--- src/rtl/aks_pkg.sv ---
package aks_pkg;

    localparam int OP_W          = 1;
    localparam int FRAME_IDX_W   = 4;
    localparam int DURATION_W    = 16;
    localparam int ELAPSED_W     = 16;
    localparam int FRAME_NUM_W   = 4;

    localparam int CFG_IDX_W     = 2;
    localparam int CFG_DATA_W    = 5;
    localparam int FIRST_W       = 4;
    localparam int COUNT_W       = 5;

    localparam logic [OP_W-1:0] OP_LOAD  = 1'b0;
    localparam logic [OP_W-1:0] OP_QUERY = 1'b1;

    localparam logic [CFG_IDX_W-1:0] CFG_LOOP_ENABLE      = 2'd0;
    localparam logic [CFG_IDX_W-1:0] CFG_FIRST_LOOP_FRAME = 2'd1;
    localparam logic [CFG_IDX_W-1:0] CFG_FRAME_COUNT      = 2'd2;

    localparam logic [COUNT_W-1:0] FRAME_COUNT_RESET = 5'd1;

endpackage

--- src/rtl/aks_in_if.sv ---
interface aks_in_if;
    logic                             valid;
    logic                             ready;
    logic [aks_pkg::OP_W-1:0]         op;
    logic [aks_pkg::FRAME_IDX_W-1:0]  frame_index;
    logic [aks_pkg::DURATION_W-1:0]   duration;
    logic [aks_pkg::ELAPSED_W-1:0]    elapsed_time;

    modport source (output valid, op, frame_index, duration, elapsed_time, input ready);
    modport sink   (input valid, op, frame_index, duration, elapsed_time, output ready);
endinterface

--- src/rtl/aks_out_if.sv ---
interface aks_out_if;
    logic                             valid;
    logic                             ready;
    logic [aks_pkg::FRAME_NUM_W-1:0]  frame_number;
    logic                             clamped;
    logic                             bad_timing;

    modport source (output valid, frame_number, clamped, bad_timing, input ready);
    modport sink   (input valid, frame_number, clamped, bad_timing, output ready);
endinterface

--- src/rtl/aks_ram.sv ---
module aks_ram #(
    parameter int WIDTH = 16,
    parameter int DEPTH = 16
) (
    input  logic                     i_clk,
    input  logic                     i_we,
    input  logic [$clog2(DEPTH)-1:0] i_waddr,
    input  logic [WIDTH-1:0]         i_wdata,
    input  logic [$clog2(DEPTH)-1:0] i_raddr,
    output logic [WIDTH-1:0]         o_rdata
);

    logic [WIDTH-1:0] r_mem [DEPTH];
    logic [WIDTH-1:0] r_rdata;

    always_ff @(posedge i_clk) begin
        if (i_we) begin
            r_mem[i_waddr] <= i_wdata;
        end
        r_rdata <= r_mem[i_raddr];
    end

    assign o_rdata = r_rdata;

endmodule

--- src/rtl/aks_mod.sv ---
module aks_mod #(
    parameter int TW = 16,
    parameter int SW = 21
) (
    input  logic          i_clk,
    input  logic          i_rst_n,
    input  logic          i_start,
    input  logic [TW-1:0] i_dividend,
    input  logic [SW-1:0] i_divisor,
    output logic          o_done,
    output logic [SW-1:0] o_rem
);

    localparam int CNT_W = $clog2(TW);

    logic             r_busy;
    logic             r_done;
    logic [CNT_W-1:0] r_cnt;
    logic [SW-1:0]    r_rem;
    logic [TW-1:0]    r_dvd;
    logic [SW-1:0]    r_div;

    logic [SW:0]      shifted;
    logic [SW:0]      diff;
    logic [SW-1:0]    n_rem;

    always_comb begin
        shifted = {r_rem, r_dvd[TW-1]};
        diff    = shifted - {1'b0, r_div};
        n_rem   = (shifted >= {1'b0, r_div}) ? diff[SW-1:0] : shifted[SW-1:0];
    end

    always_ff @(posedge i_clk) begin
        if (!i_rst_n) begin
            r_busy <= 1'b0;
            r_done <= 1'b0;
        end else begin
            r_done <= 1'b0;
            if (i_start) begin
                r_busy <= 1'b1;
                r_cnt  <= CNT_W'(TW - 1);
                r_rem  <= '0;
                r_dvd  <= i_dividend;
                r_div  <= i_divisor;
            end else if (r_busy) begin
                r_rem <= n_rem;
                r_dvd <= r_dvd << 1;
                if (r_cnt == '0) begin
                    r_busy <= 1'b0;
                    r_done <= 1'b1;
                end else begin
                    r_cnt <= r_cnt - 1'b1;
                end
            end
        end
    end

    assign o_done = r_done;
    assign o_rem  = r_rem;

endmodule

--- src/rtl/animation_keyframe_select.sv ---
// Duration write: accepted, no result.
// Query: result registered after at most two walks over the one-read-port duration memory
// (one to sum the durations, one to find the frame), with the one-bit-per-cycle modulo unit
// between them when a looped time is folded; the result is held back while the output is stalled.
// One item in flight at a time; the next item can be accepted once the result registers.
// Synchronous reset restores the configuration registers and control state only.
module animation_keyframe_select #(
    parameter int MAX_FRAMES = 16,
    parameter int TIME_BITS  = 16
) (
    input  logic                            i_clk,
    input  logic                            i_rst_n,
    input  logic                            i_cfg_we,
    input  logic [aks_pkg::CFG_IDX_W-1:0]   i_cfg_idx,
    input  logic [aks_pkg::CFG_DATA_W-1:0]  i_cfg_data,
    aks_in_if.sink                          i_in,
    aks_out_if.source                       o_out
);

    localparam int IW = $clog2(MAX_FRAMES);
    localparam int CW = $clog2(MAX_FRAMES + 1);
    localparam int TW = TIME_BITS;
    localparam int SW = TIME_BITS + CW;

    typedef enum logic [5:0] {
        S_IDLE   = 6'b000001,
        S_SUM    = 6'b000010,
        S_DECIDE = 6'b000100,
        S_MOD    = 6'b001000,
        S_WALK   = 6'b010000,
        S_DONE   = 6'b100000
    } t_state;

    t_state                        r_state, n_state;
    logic                          r_loop_en;
    logic [aks_pkg::FIRST_W-1:0]   r_first_cfg;
    logic [aks_pkg::COUNT_W-1:0]   r_fc;
    logic [CW-1:0]                 r_n, n_n;
    logic [CW-1:0]                 r_first, n_first;
    logic [CW-1:0]                 r_addr, n_addr;
    logic                          r_dv, n_dv;
    logic [CW-1:0]                 r_didx, n_didx;
    logic [SW-1:0]                 r_total, n_total;
    logic [SW-1:0]                 r_intro, n_intro;
    logic [SW-1:0]                 r_t, n_t;
    logic [IW-1:0]                 r_frame, n_frame;
    logic                          r_clamped, n_clamped;
    logic                          r_bad, n_bad;
    logic                          r_out_valid, n_out_valid;
    logic [aks_pkg::FRAME_NUM_W-1:0] r_out_frame, n_out_frame;
    logic                          r_out_clamped, n_out_clamped;
    logic                          r_out_bad, n_out_bad;

    logic                          accept;
    logic                          ram_we;
    logic [IW-1:0]                 ram_waddr;
    logic [TW-1:0]                 ram_wdata;
    logic [TW-1:0]                 ram_q;
    logic [SW-1:0]                 ram_q_ext;
    logic                          mod_start;
    logic [TW-1:0]                 mod_dividend;
    logic                          mod_done;
    logic [SW-1:0]                 mod_rem;

    logic [31:0]                   idx32, dur32, el32, fc32, n32, first32, fr32;
    logic [CW-1:0]                 last;
    logic                          issue;
    logic [SW-1:0]                 t_minus_intro;
    logic                          out_free;

    aks_ram #(
        .WIDTH (TW),
        .DEPTH (MAX_FRAMES)
    ) u_ram (
        .i_clk   (i_clk),
        .i_we    (ram_we),
        .i_waddr (ram_waddr),
        .i_wdata (ram_wdata),
        .i_raddr (r_addr[IW-1:0]),
        .o_rdata (ram_q)
    );

    aks_mod #(
        .TW (TW),
        .SW (SW)
    ) u_mod (
        .i_clk      (i_clk),
        .i_rst_n    (i_rst_n),
        .i_start    (mod_start),
        .i_dividend (mod_dividend),
        .i_divisor  (r_total - r_intro),
        .o_done     (mod_done),
        .o_rem      (mod_rem)
    );

    assign i_in.ready         = (r_state == S_IDLE);
    assign accept             = i_in.valid && i_in.ready;
    assign o_out.valid        = r_out_valid;
    assign o_out.frame_number = r_out_frame;
    assign o_out.clamped      = r_out_clamped;
    assign o_out.bad_timing   = r_out_bad;

    always_comb begin
        idx32   = 32'(i_in.frame_index);
        dur32   = 32'(i_in.duration);
        el32    = 32'(i_in.elapsed_time);
        fc32    = 32'(r_fc);
        if (fc32 == 32'd0) begin
            n32 = 32'd1;
        end else if (fc32 > 32'(MAX_FRAMES)) begin
            n32 = 32'(MAX_FRAMES);
        end else begin
            n32 = fc32;
        end
        first32 = 32'(r_first_cfg);
        if (first32 > n32) begin
            first32 = n32;
        end
        fr32 = 32'(r_frame);

        ram_we    = accept && (i_in.op == aks_pkg::OP_LOAD) && (idx32 < 32'(MAX_FRAMES));
        ram_waddr = idx32[IW-1:0];
        ram_wdata = dur32[TW-1:0];
        ram_q_ext = {{(SW-TW){1'b0}}, ram_q};

        last          = r_n - 1'b1;
        issue         = (r_addr < r_n);
        t_minus_intro = r_t - r_intro;
        mod_dividend  = t_minus_intro[TW-1:0];
        mod_start     = 1'b0;
        out_free      = !r_out_valid || o_out.ready;

        n_state       = r_state;
        n_n           = r_n;
        n_first       = r_first;
        n_addr        = r_addr;
        n_dv          = 1'b0;
        n_didx        = r_addr;
        n_total       = r_total;
        n_intro       = r_intro;
        n_t           = r_t;
        n_frame       = r_frame;
        n_clamped     = r_clamped;
        n_bad         = r_bad;
        n_out_valid   = r_out_valid;
        n_out_frame   = r_out_frame;
        n_out_clamped = r_out_clamped;
        n_out_bad     = r_out_bad;

        if (r_out_valid && o_out.ready) begin
            n_out_valid = 1'b0;
        end

        case (r_state)
            S_IDLE: begin
                if (accept && (i_in.op == aks_pkg::OP_QUERY)) begin
                    n_n       = n32[CW-1:0];
                    n_first   = first32[CW-1:0];
                    n_addr    = '0;
                    n_total   = '0;
                    n_intro   = '0;
                    n_t       = {{(SW-TW){1'b0}}, el32[TW-1:0]};
                    n_clamped = 1'b0;
                    n_bad     = 1'b0;
                    n_state   = S_SUM;
                end
            end
            S_SUM: begin
                n_dv = issue;
                if (issue) begin
                    n_addr = r_addr + 1'b1;
                end
                if (r_dv) begin
                    n_total = r_total + ram_q_ext;
                    if (r_didx < r_first) begin
                        n_intro = r_intro + ram_q_ext;
                    end
                    if (r_didx == last) begin
                        n_state = S_DECIDE;
                    end
                end
            end
            S_DECIDE: begin
                n_frame = last[IW-1:0];
                n_addr  = '0;
                if (r_total == '0) begin
                    n_bad   = 1'b1;
                    n_state = S_DONE;
                end else if (r_t >= r_total) begin
                    if (!r_loop_en) begin
                        n_clamped = 1'b1;
                        n_state   = S_DONE;
                    end else if (r_total == r_intro) begin
                        n_bad   = 1'b1;
                        n_state = S_DONE;
                    end else begin
                        mod_start = 1'b1;
                        n_state   = S_MOD;
                    end
                end else begin
                    n_state = S_WALK;
                end
            end
            S_MOD: begin
                if (mod_done) begin
                    n_t     = r_intro + mod_rem;
                    n_state = S_WALK;
                end
            end
            S_WALK: begin
                n_dv = issue;
                if (issue) begin
                    n_addr = r_addr + 1'b1;
                end
                if (r_dv) begin
                    if (r_t < ram_q_ext) begin
                        n_frame = r_didx[IW-1:0];
                        n_state = S_DONE;
                    end else begin
                        n_t = r_t - ram_q_ext;
                        if (r_didx == last) begin
                            n_frame = last[IW-1:0];
                            n_state = S_DONE;
                        end
                    end
                end
            end
            S_DONE: begin
                if (out_free) begin
                    n_out_valid   = 1'b1;
                    n_out_frame   = fr32[aks_pkg::FRAME_NUM_W-1:0];
                    n_out_clamped = r_clamped;
                    n_out_bad     = r_bad;
                    n_state       = S_IDLE;
                end
            end
            default: begin
                n_state = S_IDLE;
            end
        endcase
    end

    always_ff @(posedge i_clk) begin
        if (!i_rst_n) begin
            r_state     <= S_IDLE;
            r_loop_en   <= 1'b0;
            r_first_cfg <= '0;
            r_fc        <= aks_pkg::FRAME_COUNT_RESET;
            r_dv        <= 1'b0;
            r_out_valid <= 1'b0;
        end else begin
            r_state     <= n_state;
            r_dv        <= n_dv;
            r_out_valid <= n_out_valid;
            if (i_cfg_we) begin
                case (i_cfg_idx)
                    aks_pkg::CFG_LOOP_ENABLE:      r_loop_en   <= i_cfg_data[0];
                    aks_pkg::CFG_FIRST_LOOP_FRAME: r_first_cfg <= i_cfg_data[aks_pkg::FIRST_W-1:0];
                    aks_pkg::CFG_FRAME_COUNT:      r_fc        <= i_cfg_data[aks_pkg::COUNT_W-1:0];
                    default: begin
                    end
                endcase
            end
        end
    end

    always_ff @(posedge i_clk) begin
        r_n           <= n_n;
        r_first       <= n_first;
        r_addr        <= n_addr;
        r_didx        <= n_didx;
        r_total       <= n_total;
        r_intro       <= n_intro;
        r_t           <= n_t;
        r_frame       <= n_frame;
        r_clamped     <= n_clamped;
        r_bad         <= n_bad;
        r_out_frame   <= n_out_frame;
        r_out_clamped <= n_out_clamped;
        r_out_bad     <= n_out_bad;
    end

endmodule
--- src/flat_wrapper.sv ---
// flat-port wrapper written by rule: the top's interface ports become plain ports
module animation_keyframe_select_flat 
#(
    parameter int MAX_FRAMES = 16,
    parameter int TIME_BITS  = 16
)
  (i_clk, i_rst_n, i_cfg_we, i_cfg_idx, i_cfg_data, i_in_valid, i_in_op, i_in_frame_index, i_in_duration, i_in_elapsed_time, i_in_ready, o_out_valid, o_out_frame_number, o_out_clamped, o_out_bad_timing, o_out_ready);
  aks_in_if i_in_i ();
  aks_out_if o_out_i ();
  input  logic i_clk;
  input  logic i_rst_n;
  input  logic i_cfg_we;
  input  logic [aks_pkg::CFG_IDX_W-1:0] i_cfg_idx;
  input  logic [aks_pkg::CFG_DATA_W-1:0] i_cfg_data;
  input wire logic [$bits(i_in_i.valid)-1:0] i_in_valid;
  input wire logic [$bits(i_in_i.op)-1:0] i_in_op;
  input wire logic [$bits(i_in_i.frame_index)-1:0] i_in_frame_index;
  input wire logic [$bits(i_in_i.duration)-1:0] i_in_duration;
  input wire logic [$bits(i_in_i.elapsed_time)-1:0] i_in_elapsed_time;
  output wire logic [$bits(i_in_i.ready)-1:0] i_in_ready;
  output wire logic [$bits(o_out_i.valid)-1:0] o_out_valid;
  output wire logic [$bits(o_out_i.frame_number)-1:0] o_out_frame_number;
  output wire logic [$bits(o_out_i.clamped)-1:0] o_out_clamped;
  output wire logic [$bits(o_out_i.bad_timing)-1:0] o_out_bad_timing;
  input wire logic [$bits(o_out_i.ready)-1:0] o_out_ready;
  assign i_in_i.valid = i_in_valid;
  assign i_in_i.op = i_in_op;
  assign i_in_i.frame_index = i_in_frame_index;
  assign i_in_i.duration = i_in_duration;
  assign i_in_i.elapsed_time = i_in_elapsed_time;
  assign i_in_ready = i_in_i.ready;
  assign o_out_valid = o_out_i.valid;
  assign o_out_frame_number = o_out_i.frame_number;
  assign o_out_clamped = o_out_i.clamped;
  assign o_out_bad_timing = o_out_i.bad_timing;
  assign o_out_i.ready = o_out_ready;
  animation_keyframe_select #(.MAX_FRAMES(MAX_FRAMES), .TIME_BITS(TIME_BITS)) u_core (.i_clk(i_clk), .i_rst_n(i_rst_n), .i_cfg_we(i_cfg_we), .i_cfg_idx(i_cfg_idx), .i_cfg_data(i_cfg_data), .i_in(i_in_i), .o_out(o_out_i));
endmodule
--- config.mk ---
export PLATFORM = sky130hd
export DESIGN_NAME = animation_keyframe_select_flat
export DESIGN_NICKNAME = d
export VERILOG_FILES = /design/src/rtl/aks_pkg.sv /design/src/rtl/aks_in_if.sv /design/src/rtl/aks_out_if.sv /design/src/rtl/aks_ram.sv /design/src/rtl/aks_mod.sv /design/src/rtl/animation_keyframe_select.sv /design/src/flat_wrapper.sv
export SDC_FILE = /design/constraint.sdc
export NUM_CORES = 1
export LEC_CHECK = 0
export BUFFER_PORTS_ARGS = -buffer_cell sky130_fd_sc_hd__buf_2
export CAP_MARGIN = 20
export CORE_MARGIN = 2
export CORE_UTILIZATION = 60
export DETAILED_ROUTE_END_ITERATION = 16
export GPL_ROUTABILITY_DRIVEN = 0
export GPL_TIMING_DRIVEN = 0
export PLACE_DENSITY = 0.89
export REMOVE_ABC_BUFFERS = 1
export SLEW_MARGIN = 10
export SYNTH_ARGS = -nofsm -noshare
export SYNTH_HDL_FRONTEND = slang
export SYNTH_HIERARCHICAL = 1
export SYNTH_SLANG_ARGS = --single-unit
export TNS_END_PERCENT = 20
--- constraint.sdc ---
create_clock -name i_clk -period 4.52 [get_ports i_clk]
set_clock_uncertainty 0.15 [all_clocks]
set_input_delay 0.904 -clock i_clk [delete_from_list [all_inputs] [get_ports i_clk]]
set_output_delay 0.904 -clock i_clk [all_outputs]
set_load 0.005 [all_outputs]
==> impl_metrics.ini, run 1 <==
[synth]
synth_top_area_share = 0.506
synth_ff_type = edfxtp_1
synth_common_cells = edfxtp_1, ha_1, nor2_1, inv_1, a21oi_1
syn-cell-area_mm2 = 0.0242
yosys.area.top_type = edfxtp_1
ys_types = 97
syn_inst = 1912
async_flop_share = 0
yosysWarnings = 6
synth_edf_count = 408
ys_seq_elements = 449
synthTopCellsByArea = edfxtp_1, ha_1, mux4_2
synth.most_common_cell = edfxtp_1
syn_area_per_cell_um2 = 12.7
ys_seq_area_frac = 0.540

[pwr]
pwr-share-clk = 0.216
power.density_mw_per_mm2 = 637
p_total_mw = 17.2
p_leak_nw = 10.1
netSwitchingPower_mw = 6.60
p_comb_frac = 0.444
netSwitchingFraction = 0.385
internal_power_mw = 10.6
p_seq_frac = 0.341
peakVddDrop_v = 0.000368

[global_routing]
grt_pass1_vias = 16800
grt_first_pass_wirelength_mm = 91.6
antenna_found_initial = 1
grt_max_degree = 34
grt.overflow.total = 0
grt_usage = 0.289

[clock_tree]
cts-root-buf = clkbuf_16
insertion_delay_ns = 0.61
cts_resized = 0
cts_tree = yes
h-tree-depth = 2
cts_sinks = 449
clock_path_buffers = 3
hold_buffers = 0
clk_pin_slew_ns = 0.06
numCtsBuffers = 46
post_cts_buffers = 0

[sta]
timing.fmax_mhz = 250
setup_viol = 0
hold_violations = 0
fin_ws_ns = 0.521
drv_slew = 0
finalCritPeriodShare = 0.885
fin_crit_ns = 4.00
tightest_slew_ns = 1.07
slew_headroom = 0.283
rsz0062_at_grt = false
finalSetupTns_ns = 0

[floorplan]
io_pins = 57
std_cell_rows = 73
start_util = 0.609
coreArea_mm2 = 0.0397
die_area_mm2 = 0.0420
die_y_um = 205
die_w_um = 205

[finish]
area_growth_syn_to_layout_pct = 11.3
diodes = 0
final_nets = 2221
drive_gt1_frac = 0.147
fin_cells = 2567

[setup_path]
critPathMaxFanout = 23
cp-end-kind = flip-flop
critPathBufInv = 1
path_class = reg -> reg
cp_top_family = compound AO/OA/AOI/OAI gates
cp_slowest_cell = and2_2
cp-start-kind = flip-flop
crit_path_start = u_core/r_total[1]$_SDFFCE_PN0P_
critPathRequiredTime_ns = 4.67
worstReg2RegStart = u_core/r_total[1]$_SDFFCE_PN0P_
path_cells = inv_1, ha_1, nand2_1, o21ai_0, a31oi_1, o21ai_0, a31oi_1, o21a_1, nor3_2, and2_2, o21a_1
slowest_delay_ns = 0.60
arrival_ns = 4.14

[route]
antenna_left = 0
drtIter0Drc = 1769
drcViolationCount = 0
viasPerCell = 6.43
routedWlPerCell_um = 23.3
vias = 16500
dr.pass1.iters = 6
wl_mm = 59.7

[placed_design]
placedCellCount = 2482
io_buffers = 56
place_ws_ns = 0.218
hpwl_mm = 43.1

[hold_path]
hp-start = u_core/r_frame[1]$_DFFE_PP_
worstHoldPathType = reg -> reg

[flow_run]
max_cap_violations = 0

[status]
outcome = finished, final reports clean
[metrics by stage]
stage / hold slack, ns / utilization / cell area (µm²)
floorplan: 0.244 / - / 23900
global placement: 0.263 / 0.626 / 24900
detailed placement: 0.255 / 0.641 / 25500
CTS: 0.269 / 0.678 / 26900
global route: 0.275 / 0.678 / 26900
finish: 0.268 / 0.678 / 26900
[metal layers]
metal,wire (µm),GRT usage,up-vias,part of all wire
met3,3900,0.0442,186,0.065
met4,2850,0.139,2,0.048
li1,-,-,7486,-
met1,22300,0.340,8027,0.37
met2,30600,0.517,794,0.51
met5,11,0,-,0.00018
[worst paths after layout]
path / end / cells past startpoint / slack (ns)
max: u_core/u_mod/r_cnt[2]$_SDFFCE_PP1P_ / 11 / 0.52
min: u_core/o_out.frame_number[1]$_DFFE_PP_ / 0 / 0.27
max reg2reg: u_core/u_mod/r_cnt[2]$_SDFFCE_PP1P_ / 11 / 0.52
min reg2reg: u_core/o_out.frame_number[1]$_DFFE_PP_ / 0 / 0.27
[area by class of cell]
cell class / instances / area [µm²]
Multi-Input combinational cell: 1284 / 10500
Tap cell: 525 / 657
Clock inverter: 28 / 284
Timing Repair Buffer: 95 / 791
Sequential cell: 449 / 13100
Clock buffer: 57 / 1190
Inverter: 129 / 484
Fill cell: 2595 / 12800
[worst reg2reg max path, cell delays in order (launching register included)]
cell	delay, ns
edfxtp_1	0.45
inv_1	0.24
ha_1	0.35
nand2_1	0.04
o21ai_0	0.21
a31oi_1	0.16
o21ai_0	0.24
a31oi_1	0.17
o21a_1	0.28
nor3_2	0.50
and2_2	0.60
o21a_1	0.31
[logic make-up (layout without fill, tap and decap cells)]
family | after synthesis | count (layout) | synth area share
compound gates | 416 | 416 | 0.119
xor+xnor | 113 | 113 | 0.0409
flops | 449 | 449 | 0.540
mux | 107 | 107 | 0.0799
fa+ha+maj | 167 | 167 | 0.0885
other cells | 1 | 1 | 0.000155
buf+inv | 179 | 309 | 0.0310
simple gates | 480 | 480 | 0.101
[power by group through the flow]
| stage | clock network [mW] | registers, mW | logic (mW) |
|---|---|---|---|
| 2_1_floorplan | 0 | 5.70 | 5.78 |
| 3_3_place_gp | 0 | 5.97 | 6.84 |
| 3_5_place_dp | 0 | 5.89 | 7.41 |
| 4_1_cts | 3.75 | 5.81 | 7.51 |
| 5_1_grt | 3.88 | 5.88 | 8.41 |
| 6_report | 3.70 | 5.84 | 7.61 |
[cell usage in the layout, fill, tap and decap left out, types with 36 or more instances in the layout]
| cell type | count |
|---|---|
| edfxtp_1 | 408 |
| ha_1 | 160 |
| inv_1 | 129 |
| nor2_1 | 122 |
| a21oi_1 | 103 |
| nand2_1 | 92 |
| o21ai_0 | 69 |
| xnor2_1 | 67 |
| buf_2 | 56 |
| mux4_2 | 54 |
| clkbuf_16 | 46 |
| xor2_1 | 46 |
| dfxtp_1 | 41 |
| a22oi_1 | 38 |
| a21o_1 | 36 |
[state kept, by name, indices dropped and copies added (netlist names), 6 cells and up]
register	flops
u_core/r_intro	21
u_core/r_state	6
u_core/r_t	21
u_core/r_total	21
u_core/u_mod/o_rem	21
u_core/u_mod/r_div	21
u_core/u_mod/r_dvd	16
u_core/u_ram/o_rdata	16
u_core/u_ram/r_mem	256
No activity file was read; power rests on OpenSTA's default activity.
==> inputs of run 2 (changes only) <==
Settings changed: PLACE_DENSITY 0.89 to 0.85.
==> run 2 against run 1 <==
Global-route usage down 0.40 points. Sequential cell count unchanged. Count of clock-buffer cells in the layout up 7. Cell count unchanged. Largest power group unchanged. Maximum frequency down 1.3%. Hold slack better by 0.0043 ns.
==> impl_metrics.ini, run 2 (synthesized netlist as in run 1, its figures left out) <==
[sta]
timing.fmax_mhz = 247
setup_viol = 0
hold_violations = 0
slew_headroom = 0.260
tightest_slew_ns = 1.11
drv_slew = 0
fin_ws_ns = 0.468
rsz0062_at_grt = false
finalSetupTns_ns = 0
fin_crit_ns = 4.05
finalCritPeriodShare = 0.897

[global_routing]
grt_usage = 0.285
grt.overflow.total = 0
grt_pass1_vias = 16600
grt_max_degree = 34
grt_first_pass_wirelength_mm = 91.4
antenna_found_initial = 1

[pwr]
power.density_mw_per_mm2 = 636
netSwitchingPower_mw = 6.59
pwr-share-clk = 0.213
p_total_mw = 17.1
p_seq_frac = 0.340
p_leak_nw = 10.1
p_comb_frac = 0.446
internal_power_mw = 10.6
netSwitchingFraction = 0.384
peakVddDrop_v = 0.000386

[setup_path]
arrival_ns = 4.23
critPathMaxFanout = 15
path_class = reg -> reg
critPathRequiredTime_ns = 4.70
cp-end-kind = flip-flop
cp-start-kind = flip-flop

[route]
antenna_left = 0
drtIter0Drc = 1606
drcViolationCount = 0
wl_mm = 58.5
routedWlPerCell_um = 22.8
viasPerCell = 6.41
vias = 16400
dr.pass1.iters = 8

[clock_tree]
hold_buffers = 0
h-tree-depth = 2
clk_pin_slew_ns = 0.06
cts_tree = yes
cts_sinks = 449
insertion_delay_ns = 0.60
clock_path_buffers = 3
cts-root-buf = clkbuf_16
numCtsBuffers = 44

[placed_design]
place_ws_ns = -0.0508
placed_area_mm2 = 0.0255
hpwl_mm = 41.9
io_buffers = 56

[floorplan]
std_cell_rows = 73
start_util = 0.609
io_pins = 57
die_y_um = 205
die_area_mm2 = 0.0420
coreArea_mm2 = 0.0397
die_w_um = 205

[finish]
area_growth_syn_to_layout_pct = 11.4
fin_util = 0.679
finalInstanceArea_mm2 = 0.0270
drive_gt1_frac = 0.144
final_nets = 2221
final_cell_mix = edfxtp_1, ha_1, inv_1, nor2_1, a21oi_1
largest_reg_flops = 256
layout_commonest_cell = edfxtp_1
top_register = u_core/u_ram/r_mem

[flow_run]
max_cap_violations = 0

[status]
outcome = finished, final reports clean

[hold_path]
worstHoldPathType = reg -> reg
## run 2: cell types whose count changed in the layout (fill, tap and decap cells not counted), sizes merged
cell      change
clkbuf        +7
diode         +1
buf           +2
inv           +1
clkinv        -9
clkinvlp      -2
## run 2: through the flow
stage               hold WS, ns  std cells
finish                    0.272       2567
global route              0.279       2566
CTS                       0.273       2566
detailed placement        0.258       2484
global placement          0.256       2443
floorplan                 0.244       1862
## run 2: area by class of cell
type                       count  area [µm²]
sequential                   449       13100
inverter                     129         484
timing repair buffer          97         850
clock buffer                  64        1220
tap                          525         657
clock inverter                18         214
fill                        2671       12800
antenna                        1        2.50
multi-input combinational   1284       10500
## run 2: critical path, cell delays in order, from the launching register on
cell and delay, ns:
edfxtp_1 0.46, inv_1 0.25, ha_1 0.36, nand2_1 0.04, o21ai_0 0.17, a31oi_1 0.14, o21ai_0 0.26, a31oi_1 0.19
o21a_1 0.30, nor3_4 0.46, buf_6 0.24, buf_4 0.23, buf_6 0.17, mux2_2 0.34
## run 2: power groups by stage
stage | clock network, mW | registers [mW] | logic, mW
detailed placement | 0 | 5.89 | 7.41
floorplan | 0 | 5.70 | 5.78
global route | 3.86 | 5.88 | 8.46
global placement | 0 | 5.98 | 6.86
CTS | 3.71 | 5.81 | 7.53
finish | 3.66 | 5.83 | 7.65
## run 2: repair_timing
action	in CTS	in global routing
buffers inserted	0	0
endpoints found under the hold margin	0	0
gates cloned	0	0
resized for setup	1	1
setup endpoints to repair	4	4
## run 2: worst paths after layout
check	startpoint	endpoint	cells after the start	slack, ns
worst max-delay path	u_core/r_total[1]$_SDFFCE_PN0P_	u_core/u_mod/r_dvd[3]$_DFFE_PP_	13	0.47
worst min-delay path	u_core/r_frame[1]$_DFFE_PP_	u_core/o_out.frame_number[1]$_DFFE_PP_	0	0.27
worst max register to register	u_core/r_total[1]$_SDFFCE_PN0P_	u_core/u_mod/r_dvd[3]$_DFFE_PP_	13	0.47
worst min register to register	u_core/r_frame[1]$_DFFE_PP_	u_core/o_out.frame_number[1]$_DFFE_PP_	0	0.27
## run 2: layer usage
layer	up-vias	global-route usage	routed length, µm
li1	7508	-	-
met3	130	0.0430	4150
met4	2	0.0974	2000
met5	-	0	7
met1	8130	0.357	22600
met2	679	0.505	29700
==> inputs of run 3 (changes only) <==
Settings changed: CORE_ASPECT_RATIO set to 0.7, RECOVER_POWER set to 50.
==> run 3 against run 2 <==
The run now ends with max-capacitance violations, max-slew violations left. Routed wire length increased by 8.7%. Setup slack lost 0.33 ns. Register-to-register slack worse by 0.33 ns. Combinational power increased by 5.5%. Hold slack worse by 0.0044 ns. Global-route usage increased by 1.8 points. First-iteration DRC count increased by 50%. Power increased by 3.5%. Utilization barely moved. Maximum frequency decreased by 7.6%. Design area up 0.14%. Clock power is 5.7% higher. Critical path type unchanged. Highest routed layer is now met4.
==> impl_metrics.ini, run 3 (synthesized netlist as in run 1, its figures left out) <==
[status]
outcome = finished with violations
violations = max-capacitance violations, max-slew violations

[global_routing]
grt_pass1_vias = 16600
grt.overflow.total = 0
grt_util_met1 = 0.417
use_met3 = 0.0681
grt_usage = 0.303
antenna_found_initial = 5
busiest_layer = met2
gr-usage-met2 = 0.477
grt_first_pass_wirelength_mm = 96.3
grt_max_degree = 35

[setup_path]
arrival_ns = 4.65
cp-start-kind = flip-flop
path_class = reg -> reg
critPathRequiredTime_ns = 4.78
cp-end-kind = flip-flop
critPathMaxFanout = 13

[clock_tree]
insertion_delay_ns = 0.58
clk_pin_slew_ns = 0.07
clock_path_buffers = 3
numCtsBuffers = 43
h-tree-depth = 2
cts_sinks = 449
cts-root-buf = clkbuf_16
cts_tree = yes
hold_buffers = 0

[sta]
slew_headroom = -0.216
tightest_slew_ns = 1.82
finalCritPeriodShare = 0.970
fin_crit_ns = 4.39
rsz0062_at_grt = false
timing.fmax_mhz = 228
drv_slew = 8
hold_violations = 0
setup_viol = 0

[pwr]
p_leak_nw = 10.1
peakVddDrop_v = 0.000316
p_total_mw = 17.7
power.density_mw_per_mm2 = 657

[floorplan]
io_pins = 57
die_area_mm2 = 0.0420
std_cell_rows = 61
coreArea_mm2 = 0.0398
start_util = 0.609
die_y_um = 172
die_w_um = 244

[placed_design]
io_buffers = 56
hpwl_mm = 43.5
placed_area_mm2 = 0.0256

[flow_run]
max_cap_violations = 1

[route]
viasPerCell = 6.65
wl_mm = 63.6
antenna_left = 0
drtIter0Drc = 2404
routedWlPerCell_um = 24.6
dr.pass1.iters = 6
drcViolationCount = 0
vias = 17200

[finish]
largest_reg_flops = 256
area_growth_syn_to_layout_pct = 11.5
final_nets = 2227
layout_commonest_cell = edfxtp_1
drive_gt1_frac = 0.134
top_register = u_core/u_ram/r_mem
finalInstanceArea_mm2 = 0.0270
final_cell_mix = edfxtp_1, ha_1, inv_1, nor2_1, a21oi_1

[hold_path]
worstHoldPathType = reg -> reg
==> run 3: report_power, final <==
part	leakage, nW	internal, mW	total (mW)	switching (mW)
combinational	5.32	3.25	8.07	4.82
sequential	4.07	5.23	5.81	0.583
clock	0.742	2.27	3.87	1.60
==> run 3: repair_timing <==
item / in CTS / in global routing
buffers inserted: 0 / 4
endpoints found under the setup margin: 25 / 24
pin swaps: 0 / 1
gates resized for setup: 1 / 2
==> run 3: metal layers <==
layer	vias up	part of all wire
met1	8410	0.40
li1	7529	-
met2	1055	0.45
met3	193	0.11
met4	0	0.037
met5	-	0
==> run 3: per-stage QoR <==
| stage | instances | worst slack, ns | hold WS [ns] | utilization | setup TNS (ns) |
|---|---|---|---|---|---|
| 2_1_floorplan | 1862 | -1.28 | 0.244 | - | -64.57 |
| 3_3_place_gp | 2453 | -4.04 | 0.252 | 0.626 | -367.58 |
| 3_5_place_dp | 2494 | -0.303 | 0.255 | 0.643 | -1.93 |
| 4_1_cts | 2574 | 0.0322 | 0.268 | 0.681 | 0 |
| 5_1_grt | 2586 | 0.0826 | 0.274 | 0.679 | 0 |
| 6_report | 2586 | 0.134 | 0.268 | 0.679 | 0 |
==> run 3: critical path, cell delays in order, from the launching register on <==
cell and delay, ns:
edfxtp_1 0.45, inv_1 0.41, ha_1 0.32, nand2_1 0.06
o21ai_0 0.11, a31oi_1 0.38, o21ai_0 0.21, a31oi_1 0.36
o21a_1 0.54, nor3_4 0.15, buf_4 0.23, buf_4 0.21
buf_6 0.16, or2_1 0.27, o21ai_0 0.22
==> run 3: layout make-up <==
cell class | instances | area [µm²]
Sequential cell | 449 | 13100
Fill cell | 2588 | 12800
Multi-Input combinational cell | 1284 | 10400
Clock buffer | 60 | 1240
Timing Repair Buffer | 104 | 862
Tap cell | 535 | 669
Inverter | 129 | 484
Clock inverter | 20 | 262
Antenna cell | 5 | 12.5
==> run 3: path summary, 6_finish.rpt <==
| check | depth (start not counted) | endpoint | from | slack, ns |
|---|---|---|---|---|
| setup reg to reg | 14 | u_core/u_mod/o_rem[17]$_SDFFCE_PP0P_ | u_core/r_total[1]$_SDFFCE_PN0P_ | 0.13 |
| hold / removal | 0 | u_core/o_out.clamped$_DFFE_PP_ | u_core/r_clamped$_DFFE_PP_ | 0.27 |
| setup / recovery | 14 | u_core/u_mod/o_rem[17]$_SDFFCE_PP0P_ | u_core/r_total[1]$_SDFFCE_PN0P_ | 0.13 |
| hold reg to reg | 0 | u_core/o_out.clamped$_DFFE_PP_ | u_core/r_clamped$_DFFE_PP_ | 0.27 |
